[src/hdl/lswm_pkg.sv]
`timescale 1ns / 1ps

package lswm_pkg;

    localparam int unsigned CPU_HZ_DEFAULT = 80000000;

    localparam logic [31:0] WINDOW_RESET = 32'd1000;
    localparam logic [31:0] LAT_MIN_RESET = 32'hFFFF_FFFF;
    localparam int US_W = 20;
    localparam logic [US_W-1:0] US_PER_S = 20'd1000000;

    localparam int SUM_W = 64;
    localparam int VAL_W = 32;
    localparam int PROD_W = VAL_W + US_W;
    localparam int STEP_W = $clog2(SUM_W);

    localparam int PADDR_W = 3;
    localparam int REG_IDX_W = PADDR_W - 2;
    localparam logic [REG_IDX_W-1:0] REG_WINDOW = 1'b0;

    typedef enum logic [2:0] {
        S_IDLE,
        S_AVG_GO,
        S_AVG_WAIT,
        S_MUL,
        S_CONV_GO,
        S_CONV_WAIT,
        S_HOLD
    } lswm_state_t;

    typedef enum logic [1:0] {
        CONV_AVG,
        CONV_MIN,
        CONV_MAX
    } lswm_conv_t;

    typedef struct packed {
        logic              fire;
        logic [31:0]       msg;
        logic [15:0]       peak;
        logic [31:0]       drops_total;
        logic [31:0]       drops_win;
        logic [31:0]       lat_min;
        logic [31:0]       lat_max;
        logic [SUM_W-1:0]  lat_sum;
        logic [31:0]       lat_cnt;
    } lswm_snap_t;

    typedef struct packed {
        logic busy;
        logic done;
    } lswm_div_stat_t;

endpackage

[src/hdl/lswm_div.sv]
`timescale 1ns / 1ps

module lswm_div (
    input  logic                            clk,
    input  logic                            rst_n,
    input  logic                            start,
    input  logic [lswm_pkg::SUM_W-1:0]      dividend,
    input  logic [lswm_pkg::VAL_W-1:0]      divisor,
    output logic [lswm_pkg::SUM_W-1:0]      quotient,
    output lswm_pkg::lswm_div_stat_t        status
);

    localparam int N = lswm_pkg::SUM_W;
    localparam int D = lswm_pkg::VAL_W;
    localparam logic [lswm_pkg::STEP_W-1:0] LAST_STEP = lswm_pkg::STEP_W'(N - 1);

    logic [N-1:0]                 work_reg;
    logic [N-1:0]                 work_next;
    logic [D-1:0]                 rem_reg;
    logic [D-1:0]                 rem_next;
    logic [D-1:0]                 dvs_reg;
    logic [D-1:0]                 dvs_next;
    logic [lswm_pkg::STEP_W-1:0]  step_reg;
    logic [lswm_pkg::STEP_W-1:0]  step_next;
    logic                         busy_reg;
    logic                         busy_next;
    logic                         done_reg;
    logic                         done_next;

    logic [D:0] rem_shift;
    logic [D:0] rem_diff;
    logic       fits;

    // one restoring step per cycle
    assign rem_shift = {rem_reg, work_reg[N-1]};
    assign rem_diff  = rem_shift - {1'b0, dvs_reg};
    assign fits      = rem_shift >= {1'b0, dvs_reg};

    always_comb
    begin
        work_next = work_reg;
        rem_next  = rem_reg;
        dvs_next  = dvs_reg;
        step_next = step_reg;
        busy_next = busy_reg;
        done_next = 1'b0;
        if (start)
        begin
            work_next = dividend;
            rem_next  = '0;
            dvs_next  = divisor;
            step_next = '0;
            busy_next = 1'b1;
        end
        else if (busy_reg)
        begin
            work_next = {work_reg[N-2:0], fits};
            rem_next  = fits ? rem_diff[D-1:0] : rem_shift[D-1:0];
            step_next = step_reg + 1'b1;
            if (step_reg == LAST_STEP)
            begin
                busy_next = 1'b0;
                done_next = 1'b1;
            end
        end
    end

    always_ff @(posedge clk or negedge rst_n)
    begin
        if (!rst_n)
        begin
            step_reg <= '0;
            busy_reg <= 1'b0;
            done_reg <= 1'b0;
        end
        else
        begin
            step_reg <= step_next;
            busy_reg <= busy_next;
            done_reg <= done_next;
        end
    end

    always_ff @(posedge clk)
    begin
        work_reg <= work_next;
        rem_reg  <= rem_next;
        dvs_reg  <= dvs_next;
    end

    assign quotient    = work_reg;
    assign status.busy = busy_reg;
    assign status.done = done_reg;

endmodule

[src/hdl/lswm_stats.sv]
`timescale 1ns / 1ps

module lswm_stats (
    input  logic                   clk,
    input  logic                   rst_n,
    input  logic                   apply,
    input  logic                   depth_valid,
    input  logic [15:0]            queue_depth,
    input  logic                   drop_event,
    input  logic                   message_event,
    input  logic                   latency_valid,
    input  logic [31:0]            latency_cycles,
    input  logic [31:0]            now_tick,
    input  logic                   report_request,
    input  logic [31:0]            window_ticks,
    output lswm_pkg::lswm_snap_t   snap
);

    logic [15:0]                 peak_reg, peak_next;
    logic [31:0]                 drop_total_reg, drop_total_next;
    logic [31:0]                 drop_last_reg, drop_last_next;
    logic [31:0]                 msg_reg, msg_next;
    logic [31:0]                 last_tick_reg, last_tick_next;
    logic [31:0]                 lat_min_reg, lat_min_next;
    logic [31:0]                 lat_max_reg, lat_max_next;
    logic [lswm_pkg::SUM_W-1:0]  lat_sum_reg, lat_sum_next;
    logic [31:0]                 lat_cnt_reg, lat_cnt_next;

    logic [15:0]                 peak_ev;
    logic [31:0]                 drops_ev;
    logic [31:0]                 msg_ev;
    logic [31:0]                 min_ev;
    logic [31:0]                 max_ev;
    logic [lswm_pkg::SUM_W-1:0]  sum_ev;
    logic [31:0]                 cnt_ev;
    logic [31:0]                 elapsed;
    logic                        fire;

    // events first, then the report test
    always_comb
    begin
        peak_ev  = (depth_valid && (queue_depth > peak_reg)) ? queue_depth : peak_reg;
        drops_ev = drop_total_reg + 32'(drop_event);
        msg_ev   = msg_reg + 32'(message_event);
        min_ev   = lat_min_reg;
        max_ev   = lat_max_reg;
        sum_ev   = lat_sum_reg;
        cnt_ev   = lat_cnt_reg;
        if (latency_valid)
        begin
            if (latency_cycles < lat_min_reg)
            begin
                min_ev = latency_cycles;
            end
            if (latency_cycles > lat_max_reg)
            begin
                max_ev = latency_cycles;
            end
            sum_ev = lat_sum_reg + {{(lswm_pkg::SUM_W-32){1'b0}}, latency_cycles};
            cnt_ev = lat_cnt_reg + 32'd1;
        end
        elapsed = now_tick - last_tick_reg;
        fire    = report_request && (elapsed >= window_ticks);
    end

    always_comb
    begin
        peak_next       = peak_reg;
        drop_total_next = drop_total_reg;
        drop_last_next  = drop_last_reg;
        msg_next        = msg_reg;
        last_tick_next  = last_tick_reg;
        lat_min_next    = lat_min_reg;
        lat_max_next    = lat_max_reg;
        lat_sum_next    = lat_sum_reg;
        lat_cnt_next    = lat_cnt_reg;
        if (apply)
        begin
            peak_next       = peak_ev;
            drop_total_next = drops_ev;
            if (fire)
            begin
                msg_next       = '0;
                lat_min_next   = lswm_pkg::LAT_MIN_RESET;
                lat_max_next   = '0;
                lat_sum_next   = '0;
                lat_cnt_next   = '0;
                drop_last_next = drops_ev;
                last_tick_next = now_tick;
            end
            else
            begin
                msg_next     = msg_ev;
                lat_min_next = min_ev;
                lat_max_next = max_ev;
                lat_sum_next = sum_ev;
                lat_cnt_next = cnt_ev;
            end
        end
    end

    always_ff @(posedge clk or negedge rst_n)
    begin
        if (!rst_n)
        begin
            peak_reg       <= '0;
            drop_total_reg <= '0;
            drop_last_reg  <= '0;
            msg_reg        <= '0;
            last_tick_reg  <= '0;
            lat_min_reg    <= lswm_pkg::LAT_MIN_RESET;
            lat_max_reg    <= '0;
            lat_sum_reg    <= '0;
            lat_cnt_reg    <= '0;
        end
        else
        begin
            peak_reg       <= peak_next;
            drop_total_reg <= drop_total_next;
            drop_last_reg  <= drop_last_next;
            msg_reg        <= msg_next;
            last_tick_reg  <= last_tick_next;
            lat_min_reg    <= lat_min_next;
            lat_max_reg    <= lat_max_next;
            lat_sum_reg    <= lat_sum_next;
            lat_cnt_reg    <= lat_cnt_next;
        end
    end

    assign snap.fire        = fire;
    assign snap.msg         = msg_ev;
    assign snap.peak        = peak_ev;
    assign snap.drops_total = drops_ev;
    assign snap.drops_win   = drops_ev - drop_last_reg;
    assign snap.lat_min     = min_ev;
    assign snap.lat_max     = max_ev;
    assign snap.lat_sum     = sum_ev;
    assign snap.lat_cnt     = cnt_ev;

endmodule

[src/hdl/latency_stats_window_monitor_unit.sv]
`timescale 1ns / 1ps

// latency statistics window monitor
// input channel (in_valid/in_ready): one item of events plus tick and report request
// output channel (out_valid/out_ready): one record per report that fires
// apb port: window_ticks at offset 0, to be written by the user only while
// the block is idle, which the block itself does not enforce
// an item with no report, or whose window has not elapsed, has its events
// applied at the accepting edge, and in_ready stays high; a firing report
// snapshots the window and clears it on the same edge, then runs one shared
// 64-step restoring divider: mean = sum / count (skipped when count is zero),
// then three conversions (x * 1000000) / CPU_HZ, each after its multiply;
// a report item keeps in_ready low until its record is loaded, and
// out_valid rises in the same cycle that in_ready returns high
// a stalled record holds in the output register; items without reports are
// still taken, and the next report waits at the end of its conversions
// until the output register is free
// reset clears all statistics, min to all ones, window to 1000 ticks

module latency_stats_window_monitor_unit #(
    parameter int unsigned CPU_HZ = lswm_pkg::CPU_HZ_DEFAULT
) (
    input  logic                          clk,
    input  logic                          rst_n,

    input  logic                          psel,
    input  logic                          penable,
    input  logic                          pwrite,
    input  logic [lswm_pkg::PADDR_W-1:0]  paddr,
    input  logic [31:0]                   pwdata,
    output logic [31:0]                   prdata,
    output logic                          pready,

    input  logic                          in_valid,
    output logic                          in_ready,
    input  logic                          depth_valid,
    input  logic [15:0]                   queue_depth,
    input  logic                          drop_event,
    input  logic                          message_event,
    input  logic                          latency_valid,
    input  logic [31:0]                   latency_cycles,
    input  logic [31:0]                   now_tick,
    input  logic                          report_request,

    output logic                          out_valid,
    input  logic                          out_ready,
    output logic [31:0]                   messages_in_window,
    output logic [15:0]                   peak_depth,
    output logic [31:0]                   drops_total,
    output logic [31:0]                   drops_in_window,
    output logic [31:0]                   avg_latency_us,
    output logic [31:0]                   min_latency_us,
    output logic [31:0]                   max_latency_us
);

    localparam logic [31:0] HZ = 32'(CPU_HZ);
    localparam int SUM_W = lswm_pkg::SUM_W;
    localparam int PROD_W = lswm_pkg::PROD_W;

    logic [31:0]                   window_reg;
    logic                          cfg_write;
    logic                          reg_hit;

    lswm_pkg::lswm_snap_t          snap;
    lswm_pkg::lswm_div_stat_t      div_stat;
    logic                          accept;
    logic                          div_start;
    logic [SUM_W-1:0]              div_dividend;
    logic [31:0]                   div_divisor;
    logic [SUM_W-1:0]              div_quotient;
    logic [31:0]                   conv_src;

    lswm_pkg::lswm_state_t         state_reg, state_next;
    lswm_pkg::lswm_conv_t          conv_reg, conv_next;
    logic                          out_valid_reg, out_valid_next;

    logic [31:0]                   msg_reg, msg_next;
    logic [15:0]                   peak_reg, peak_next;
    logic [31:0]                   dtot_reg, dtot_next;
    logic [31:0]                   dwin_reg, dwin_next;
    logic [31:0]                   avg_reg, avg_next;
    logic [31:0]                   min_reg, min_next;
    logic [31:0]                   max_reg, max_next;
    logic [SUM_W-1:0]              sum_reg, sum_next;
    logic [31:0]                   cnt_reg, cnt_next;
    logic [PROD_W-1:0]             prod_reg, prod_next;

    logic [31:0]                   o_msg_reg, o_msg_next;
    logic [15:0]                   o_peak_reg, o_peak_next;
    logic [31:0]                   o_dtot_reg, o_dtot_next;
    logic [31:0]                   o_dwin_reg, o_dwin_next;
    logic [31:0]                   o_avg_reg, o_avg_next;
    logic [31:0]                   o_min_reg, o_min_next;
    logic [31:0]                   o_max_reg, o_max_next;

    // config register
    assign pready    = 1'b1;
    assign reg_hit   = paddr[lswm_pkg::PADDR_W-1:2] == lswm_pkg::REG_WINDOW;
    assign cfg_write = psel && penable && pwrite && reg_hit;
    assign prdata    = reg_hit ? window_reg : 32'd0;

    always_ff @(posedge clk or negedge rst_n)
    begin
        if (!rst_n)
        begin
            window_reg <= lswm_pkg::WINDOW_RESET;
        end
        else if (cfg_write)
        begin
            window_reg <= pwdata;
        end
    end

    assign in_ready = state_reg == lswm_pkg::S_IDLE;
    assign accept   = in_valid && in_ready;

    lswm_stats u_stats (
        .clk            (clk),
        .rst_n          (rst_n),
        .apply          (accept),
        .depth_valid    (depth_valid),
        .queue_depth    (queue_depth),
        .drop_event     (drop_event),
        .message_event  (message_event),
        .latency_valid  (latency_valid),
        .latency_cycles (latency_cycles),
        .now_tick       (now_tick),
        .report_request (report_request),
        .window_ticks   (window_reg),
        .snap           (snap)
    );

    assign div_dividend = (state_reg == lswm_pkg::S_AVG_GO) ? sum_reg
                        : {{(SUM_W-PROD_W){1'b0}}, prod_reg};
    assign div_divisor  = (state_reg == lswm_pkg::S_AVG_GO) ? cnt_reg : HZ;

    lswm_div u_div (
        .clk      (clk),
        .rst_n    (rst_n),
        .start    (div_start),
        .dividend (div_dividend),
        .divisor  (div_divisor),
        .quotient (div_quotient),
        .status   (div_stat)
    );

    always_comb
    begin
        unique case (conv_reg)
            lswm_pkg::CONV_AVG: conv_src = avg_reg;
            lswm_pkg::CONV_MIN: conv_src = min_reg;
            lswm_pkg::CONV_MAX: conv_src = max_reg;
            default:            conv_src = avg_reg;
        endcase
    end

    always_comb
    begin
        state_next     = state_reg;
        conv_next      = conv_reg;
        out_valid_next = out_valid_reg;
        div_start      = 1'b0;
        msg_next       = msg_reg;
        peak_next      = peak_reg;
        dtot_next      = dtot_reg;
        dwin_next      = dwin_reg;
        avg_next       = avg_reg;
        min_next       = min_reg;
        max_next       = max_reg;
        sum_next       = sum_reg;
        cnt_next       = cnt_reg;
        prod_next      = prod_reg;
        o_msg_next     = o_msg_reg;
        o_peak_next    = o_peak_reg;
        o_dtot_next    = o_dtot_reg;
        o_dwin_next    = o_dwin_reg;
        o_avg_next     = o_avg_reg;
        o_min_next     = o_min_reg;
        o_max_next     = o_max_reg;

        if (out_valid_reg && out_ready)
        begin
            out_valid_next = 1'b0;
        end

        unique case (state_reg)
            lswm_pkg::S_IDLE:
            begin
                if (accept && snap.fire)
                begin
                    msg_next   = snap.msg;
                    peak_next  = snap.peak;
                    dtot_next  = snap.drops_total;
                    dwin_next  = snap.drops_win;
                    min_next   = snap.lat_min;
                    max_next   = snap.lat_max;
                    sum_next   = snap.lat_sum;
                    cnt_next   = snap.lat_cnt;
                    avg_next   = '0;
                    conv_next  = lswm_pkg::CONV_AVG;
                    state_next = (snap.lat_cnt != 32'd0) ? lswm_pkg::S_AVG_GO
                               : lswm_pkg::S_MUL;
                end
            end
            lswm_pkg::S_AVG_GO:
            begin
                div_start  = 1'b1;
                state_next = lswm_pkg::S_AVG_WAIT;
            end
            lswm_pkg::S_AVG_WAIT:
            begin
                if (div_stat.done)
                begin
                    avg_next   = div_quotient[31:0];
                    state_next = lswm_pkg::S_MUL;
                end
            end
            lswm_pkg::S_MUL:
            begin
                prod_next  = PROD_W'(conv_src) * PROD_W'(lswm_pkg::US_PER_S);
                state_next = lswm_pkg::S_CONV_GO;
            end
            lswm_pkg::S_CONV_GO:
            begin
                div_start  = 1'b1;
                state_next = lswm_pkg::S_CONV_WAIT;
            end
            lswm_pkg::S_CONV_WAIT:
            begin
                if (div_stat.done)
                begin
                    unique case (conv_reg)
                        lswm_pkg::CONV_AVG:
                        begin
                            avg_next   = div_quotient[31:0];
                            conv_next  = lswm_pkg::CONV_MIN;
                            state_next = lswm_pkg::S_MUL;
                        end
                        lswm_pkg::CONV_MIN:
                        begin
                            min_next   = div_quotient[31:0];
                            conv_next  = lswm_pkg::CONV_MAX;
                            state_next = lswm_pkg::S_MUL;
                        end
                        default:
                        begin
                            max_next   = div_quotient[31:0];
                            state_next = lswm_pkg::S_HOLD;
                        end
                    endcase
                end
            end
            lswm_pkg::S_HOLD:
            begin
                if (!out_valid_reg)
                begin
                    o_msg_next     = msg_reg;
                    o_peak_next    = peak_reg;
                    o_dtot_next    = dtot_reg;
                    o_dwin_next    = dwin_reg;
                    o_avg_next     = avg_reg;
                    o_min_next     = min_reg;
                    o_max_next     = max_reg;
                    out_valid_next = 1'b1;
                    state_next     = lswm_pkg::S_IDLE;
                end
            end
            default:
            begin
                state_next = lswm_pkg::S_IDLE;
            end
        endcase
    end

    always_ff @(posedge clk or negedge rst_n)
    begin
        if (!rst_n)
        begin
            state_reg     <= lswm_pkg::S_IDLE;
            conv_reg      <= lswm_pkg::CONV_AVG;
            out_valid_reg <= 1'b0;
        end
        else
        begin
            state_reg     <= state_next;
            conv_reg      <= conv_next;
            out_valid_reg <= out_valid_next;
        end
    end

    always_ff @(posedge clk)
    begin
        msg_reg    <= msg_next;
        peak_reg   <= peak_next;
        dtot_reg   <= dtot_next;
        dwin_reg   <= dwin_next;
        avg_reg    <= avg_next;
        min_reg    <= min_next;
        max_reg    <= max_next;
        sum_reg    <= sum_next;
        cnt_reg    <= cnt_next;
        prod_reg   <= prod_next;
        o_msg_reg  <= o_msg_next;
        o_peak_reg <= o_peak_next;
        o_dtot_reg <= o_dtot_next;
        o_dwin_reg <= o_dwin_next;
        o_avg_reg  <= o_avg_next;
        o_min_reg  <= o_min_next;
        o_max_reg  <= o_max_next;
    end

    assign out_valid          = out_valid_reg;
    assign messages_in_window = o_msg_reg;
    assign peak_depth         = o_peak_reg;
    assign drops_total        = o_dtot_reg;
    assign drops_in_window    = o_dwin_reg;
    assign avg_latency_us     = o_avg_reg;
    assign min_latency_us     = o_min_reg;
    assign max_latency_us     = o_max_reg;

    a_div_start_idle: assert property (@(posedge clk) disable iff (!rst_n)
        div_start |-> !div_stat.busy)
        else $error("divider started while busy");

    a_fire_leaves_idle: assert property (@(posedge clk) disable iff (!rst_n)
        (accept && snap.fire) |=> (state_reg != lswm_pkg::S_IDLE))
        else $error("report item did not start the sequencer");

    a_hold_loads_out: assert property (@(posedge clk) disable iff (!rst_n)
        (state_reg == lswm_pkg::S_HOLD && !out_valid_reg) |=> out_valid_reg)
        else $error("record not loaded into free output register");

endmodule

[config.mk]
export PLATFORM = sky130hd
export DESIGN_NAME = latency_stats_window_monitor_unit
export DESIGN_NICKNAME = d
export VERILOG_FILES = /design/src/hdl/lswm_pkg.sv /design/src/hdl/lswm_div.sv /design/src/hdl/lswm_stats.sv /design/src/hdl/latency_stats_window_monitor_unit.sv
export SDC_FILE = /design/constraint.sdc
export NUM_CORES = 2
export LEC_CHECK = 0
export ABC_AREA = 0
export ABC_CLOCK_PERIOD_IN_PS = 15500
export BUFFER_PORTS_ARGS = -buffer_cell sky130_fd_sc_hd__buf_2
export CAP_MARGIN = 25
export CORE_MARGIN = 1.5
export CORE_UTILIZATION = 40
export CTS_CLUSTER_SIZE = 40
export DETAILED_ROUTE_END_ITERATION = 10
export PLACE_DENSITY = 0.6
export SYNTH_ARGS = -nofsm -noshare
export SYNTH_HDL_FRONTEND = slang
export SYNTH_HIERARCHICAL = 1
export SYNTH_SLANG_ARGS = --single-unit
[constraint.sdc]
create_clock -name clk -period 15.5 [get_ports clk]
set_input_delay 1.55 -clock clk [delete_from_list [all_inputs] [get_ports clk]]
set_output_delay 1.55 -clock clk [all_outputs]
set_load 0.1 [all_outputs]
After elaboration in Yosys (flattened, before gate mapping) --
Index checks and enable logic that the tools add are counted.
Word-level totals: register bits 1036, output and inout bits 243, logic and storage cells 147
Cells by class: add/subtract/negate cells 8, $mul 1, $lt $le $gt $ge 5, eq/ne operators 17, mux-type cells 54, bitwise operators 2, reductions and logical operators 24
Operator list (number):
- 32-bit two-way mux | 21
- 64-bit two-way mux | 5
- 32-bit case mux with 2 select lines | 3
- 32-bit case mux with 3 select lines | 1
- 32-bit subtractor | 3
- 32-bit by 1-bit adder with 32-bit output | 2
- 64-bit by 32-bit adder with 64-bit output | 1
- 32-bit by 14-bit multiplier with 46-bit output (second input constant) | 1
- 33-bit by 32-bit greater-or-equal comparator with 1-bit output | 1
- 32-bit by 1-bit adder with 32-bit output (second input constant) | 1
- 32-bit greater-or-equal comparator | 1
- 32-bit > comparator | 1
- 32-bit less-than comparator | 1
- 32-bit nonzero test | 1
- 3-bit case mux with 7 select lines | 1
- 16-bit > comparator | 1
- 16-bit two-way mux | 1
- 4-bit AND reduction | 4
- 3-bit two-way mux | 5
- 6-bit two-way mux | 2
- 1-bit two-way mux | 10
- 3-bit equality test (second input constant) | 3
- 1-bit logical AND | 8
- 2-bit inequality test (second input constant) | 4
- other kinds (18) | 29

Longest topological paths before layout --
depth in word-level cells 6, mapped depth 30, depth with buffers taken out 26

By module --
The synthesis kept the hierarchy.
By module, submodules not included:
- latency_stats_window_monitor_unit | times used 1, cells an instance 2019, area each 28398.5 µm², seq. area each 17714.5 µm²
- lswm_stats | times used 1, cells an instance 2529, area each 22928.2 µm², seq. area each 7647.3 µm²
- lswm_div | times used 1, cells an instance 630, area each 7345.8 µm², seq. area each 3723.6 µm²

Least setup slack after synthesis --
Ideal clock, no wire load.
kind in2reg, from in now_tick[0], to reg conv_reg[0], library setup time 89 ps, arrival time 10615 ps, path slack 4796 ps, cell stages on the path 27, buffers on the path 4, cell sequence inv_1 ha_1 inv_1 fa_1 a211oi_1 o21bai_1 a21o_1 a21oi_1 o21ai_0 and2_1 a221o_1 a21oi_1 xnor2_1 ha_1 nand4_1 o21ai_0 o211ai_1 a21o_1 nand2_1 clkbuf_1 buf_1 buf_1 buf_4 nand3_1 inv_1 o21ai_0 a21oi_1
Between the ends: longest elaborated chain between the ends 6
Ends and longest elaborated chain:
- start, declared | line latency_stats_window_monitor_unit.sv:42 | input logic [31:0] now_tick,
- 32-bit subtractor | line lswm_stats.sv:62 | elapsed = now_tick - last_tick_reg;
- 32-bit greater-or-equal comparator | line lswm_stats.sv:63 | fire = report_request && (elapsed >= window_ticks);
- 1-bit logical AND | line lswm_stats.sv:63
- net u_stats.fire | line lswm_stats.sv:37 | logic fire;
- 1-bit logical AND | line latency_stats_window_monitor_unit.sv:189 | if (accept && snap.fire)
- 2-bit by 1-bit inequality test with 1-bit output (no source line)
- 4-bit AND reduction (no source line)
- end signal, assigned | line latency_stats_window_monitor_unit.sv:280 | conv_reg <= lswm_pkg::CONV_AVG;
- end signal, assigned | line latency_stats_window_monitor_unit.sv:286 | conv_reg <= conv_next;
- end, declared | line latency_stats_window_monitor_unit.sv:74 | lswm_pkg::lswm_conv_t conv_reg, conv_next;
The timed path passes the listed nets, and every way through them passes these cells. A chain may end at the register's enable or synchronous reset.

Worst setup path after layout --
from reg conv_reg[0], to reg prod_reg[51] (data pin)
Between the ends: longest elaborated chain between the ends 3, elaborated cells between the ends (all ways) 4, those cells by class 1 x mul; 2 x eq/ne; 1 x mux
Ends and longest elaborated chain:
- 2-bit equality test or 2-bit by 1-bit equality test with 1-bit output (tied branches) | line latency_stats_window_monitor_unit.sv:149 | unique case (conv_reg)
- 32-bit case mux with 2 select lines (*) | line latency_stats_window_monitor_unit.sv:149
- 32-bit by 14-bit multiplier with 46-bit output (*) | line latency_stats_window_monitor_unit.sv:220 | prod_next = PROD_W'(conv_src) * PROD_W'(lswm_pkg::US_PER_S);
- end signal, assigned | line latency_stats_window_monitor_unit.sv:302 | prod_reg <= prod_next;
- end, declared | line latency_stats_window_monitor_unit.sv:86 | logic [PROD_W-1:0] prod_reg, prod_next;
Every way passes the cells marked *; elsewhere a longest branch is shown, timed or not.

==> results by group <==
STA
  • Pins Over Slew Limit: 0
  • Hold Fails Final Rpt: 0
  • F_max: about 0.12 GHz
  • Setup_tns: 0 ns
  • Worst Clk Skew: between 0.07 and 0.08 ns
  • Worst slew pin tran: roughly 1.1 ns
  • Final Setup Violations: 0
  • Period minus WS final: 8.17 ns
  • RSZ-0062 raised after global routing: no
  • Fin Hold WS: 0.396 ns
  • Final worst-path cycle share: 0.527
  • Slew Limit Headroom: 0.299

Placement
  • Gpl congestion: approximately 0.92
  • IO buf count: about 370
  • Dpl hpwl: approximately 110,000 µm

Drt
  • Met2 Wirelength: about 69,000 µm
  • M1 WL: about 67,000 µm
  • 1st-iter DRT viols: about 2,700
  • Pre-antenna DRT Iters: 5
  • Top routing layer used: met5
  • Vias/cell: between 5 and 6
  • Post-route ant nets: 0
  • Post-DR wirelength/cell: between 15 and 20 µm
  • Post-Route WL: ~150,000 µm
  • Via Count: 40,123
  • Metal3 WL: roughly 10,000 µm
  • Drc violations: 0

Layout
  • Final net count: between 6,000 and 7,000
  • FF+latch area: about 0.029 mm²
  • Multi-input logic area: ~0.027 mm²
  • Area grow syn2layout: 14.0%
  • Share of cells above drive strength 1: 0.179
  • Fillcell total: 13,322

Global route
  • GR Util All Layers: 0.200
  • Vias in the first global route: a little under 40,000
  • Initial antenna violation count: 32
  • Remaining Overflow, GRT: 0
  • Pin count of the biggest net entering global routing: between 100 and 150
  • Global-route wire length before repair: 231,000 µm

Pwr
  • Clock share of power: 0.205
  • Switching part of the total power: 0.436
  • Switching Power: 0.00638 W
  • Sequential share of power: 0.234
  • Pint: about 0.0083 W
  • Leakage Power: 28.1 nW
  • PD cells: between 200 and 250 mW/mm²
  • Maximum vdd ir drop: 0.474 mV
  • Gate power share: 0.561

Setup path
  • R2r worst-path depth: 22
  • Worst-path cell chain: inv_1 -> ha_2 -> buf_4 -> nor2_1 -> a21oi_1 -> inv_1 -> fa_1 -> fa_1 -> inv_1 -> fa_1 -> fa_1 -> ha_1 -> inv_1 -> fa_1 -> inv_1 -> ha_1 -> nand2_1 -> nor2_1 -> nor4b_1 -> o31ai_1 -> a31oi_1 -> xnor2_1
  • R2R Setup Slk: about 7.3 ns
  • CP max stage cell: a21oi_1
  • CP Class: reg -> reg
  • R2r endpoint: prod_reg[51]$_DFFE_PN_
  • Worst path max stage delay: a little over 0.8 ns
  • Worst EP required: 16.01 ns
  • Startpoint Class: flip-flop
  • Crit path max fanout: 66
  • Worst R2R Start: conv_reg[0]$_DFFE_PN0P_
  • Critical Path End Type: flip-flop
  • WP data arrival: 8.68 ns

Die
  • Die width: around 390 µm
  • Core Area: 0.146 mm²
  • Rows: 140
  • Ports: 370
  • Initial Util: 0.403
  • Die area: 0.149 mm²
  • Die H: 386 µm

Clock tree
  • Cts hold-fix bufs: 0
  • CTS tree: done
  • H-tree Lvls: 3
  • Clock Latency Late Sink: about 0.8 ns
  • Max clock buf depth: 3
  • CTS resizes: 0
  • Root Driver: clkbuf_16
  • CTS Buf Count: 115
  • Postcts setup bufs: 0
  • CTS clk-pin slew, worst paths: about 0.06 ns
  • Clk sinks: about 1,000

Flow run
  • Max Cap Violations: 0

Outcome
  • Outcome: completed

Yosys
  • Cells after synthesis: between 5,000 and 6,000
  • Post-synth net total: between 5,000 and 6,000
  • Syn avg cell area: about 11 µm²
  • Synth warn: 6
  • Post-Syn Area: approximately 0.059 mm²

Hold path
  • Hold path endpoint: max_latency_us[20]$_DFFE_PP_
  • Min-delay src: max_reg[20]$_DFFE_PP_
  • Worst Hold Class: reg -> reg
  • Hold path depth: 0
## cell type report
| type | count | share of cell area |
|---|---|---|
| Sequential cell | 1036 | 0.435 |
| Inverter | 481 | 0.0271 |
| Clock buffer | 139 | 0.0454 |
| Timing Repair Buffer | 428 | 0.0356 |
| Antenna cell | 10 | 0.000374 |
| Multi-Input combinational cell | 3450 | 0.403 |
| Tap cell | 1917 | 0.0358 |
| Clock inverter | 81 | 0.0174 |
## power by group through the flow
stage	combinational [W]	clock (W)	sequential, W
global placement	0.00802	0	0.00348
finish	0.00821	0.00300	0.00343
detailed placement	0.00805	0	0.00348
CTS	0.00816	0.00307	0.00343
floorplan	0.00605	0	0.00346
global route	0.00914	0.00318	0.00343
## worst max path at each step
stage	start	endpoint	slack, ns	depth (start not counted)
global route	conv_reg[0]$_DFFE_PN0P_	prod_reg[51]$_DFFE_PN_	6.82	22
floorplan	now_tick[0]	conv_reg[0]$_DFFE_PN0P_	4.80	27
finish	conv_reg[0]$_DFFE_PN0P_	prod_reg[51]$_DFFE_PN_	7.33	22
detailed placement	now_tick[0]	u_stats/last_tick_reg[17]$_DFFE_PN0P_	6.79	26
CTS	conv_reg[0]$_DFFE_PN0P_	prod_reg[51]$_DFFE_PN_	7.35	22
global placement	now_tick[0]	u_stats/last_tick_reg[17]$_DFFE_PN0P_	6.84	26
## cells in the final DEF, fill, tap and decap left out, drive strengths merged, types with 92 or more instances in the layout
| cell | instances |
|---|---|
| a21o | 108 |
| a21oi | 268 |
| buf | 428 |
| clkbuf | 139 |
| dfrtp | 312 |
| edfxtp | 654 |
| fa | 122 |
| ha | 397 |
| inv | 483 |
| mux2 | 283 |
| nand2 | 471 |
| nand3 | 92 |
| nor2 | 232 |
| nor2b | 94 |
| o21ai | 227 |
| xnor2 | 227 |
| xor2 | 115 |
## worst max-delay path, delay by kind of cell (launching register included)
| family | cells | cell delay [ns] |
|---|---|---|
| AOI/OAI and AO/OA | 3 | 1.30 |
| and+or+nand+nor | 4 | 1.20 |
| xor gates and xnor gates | 1 | 0.10 |
| DFF | 1 | 0.38 |
| buffers and inverters | 6 | 1.17 |
| adders and majority gates | 8 | 3.68 |
## stage by stage
step | worst slack (ns) | cell area, µm² | total power [W] | std cells | utilization
floorplan | 4.80 | 58700 | 0.00951 | 5177 | -
global placement | 6.84 | 62600 | 0.0115 | 7305 | 0.430
detailed placement | 6.79 | 62600 | 0.0115 | 7306 | 0.430
CTS | 7.35 | 66800 | 0.0147 | 7526 | 0.459
global route | 6.82 | 66900 | 0.0158 | 7536 | 0.460
finish | 7.33 | 66900 | 0.0146 | 7542 | 0.460
## routing by layer
| metal | vias to the layer above | track usage |
|---|---|---|
| met5 | - | 0 |
| met4 | 38 | 0.0601 |
| met3 | 216 | 0.0453 |
| met2 | 1015 | 0.318 |
| met1 | 19718 | 0.271 |
| li1 | 19136 | - |
Power figures use the tool's default switching activity.
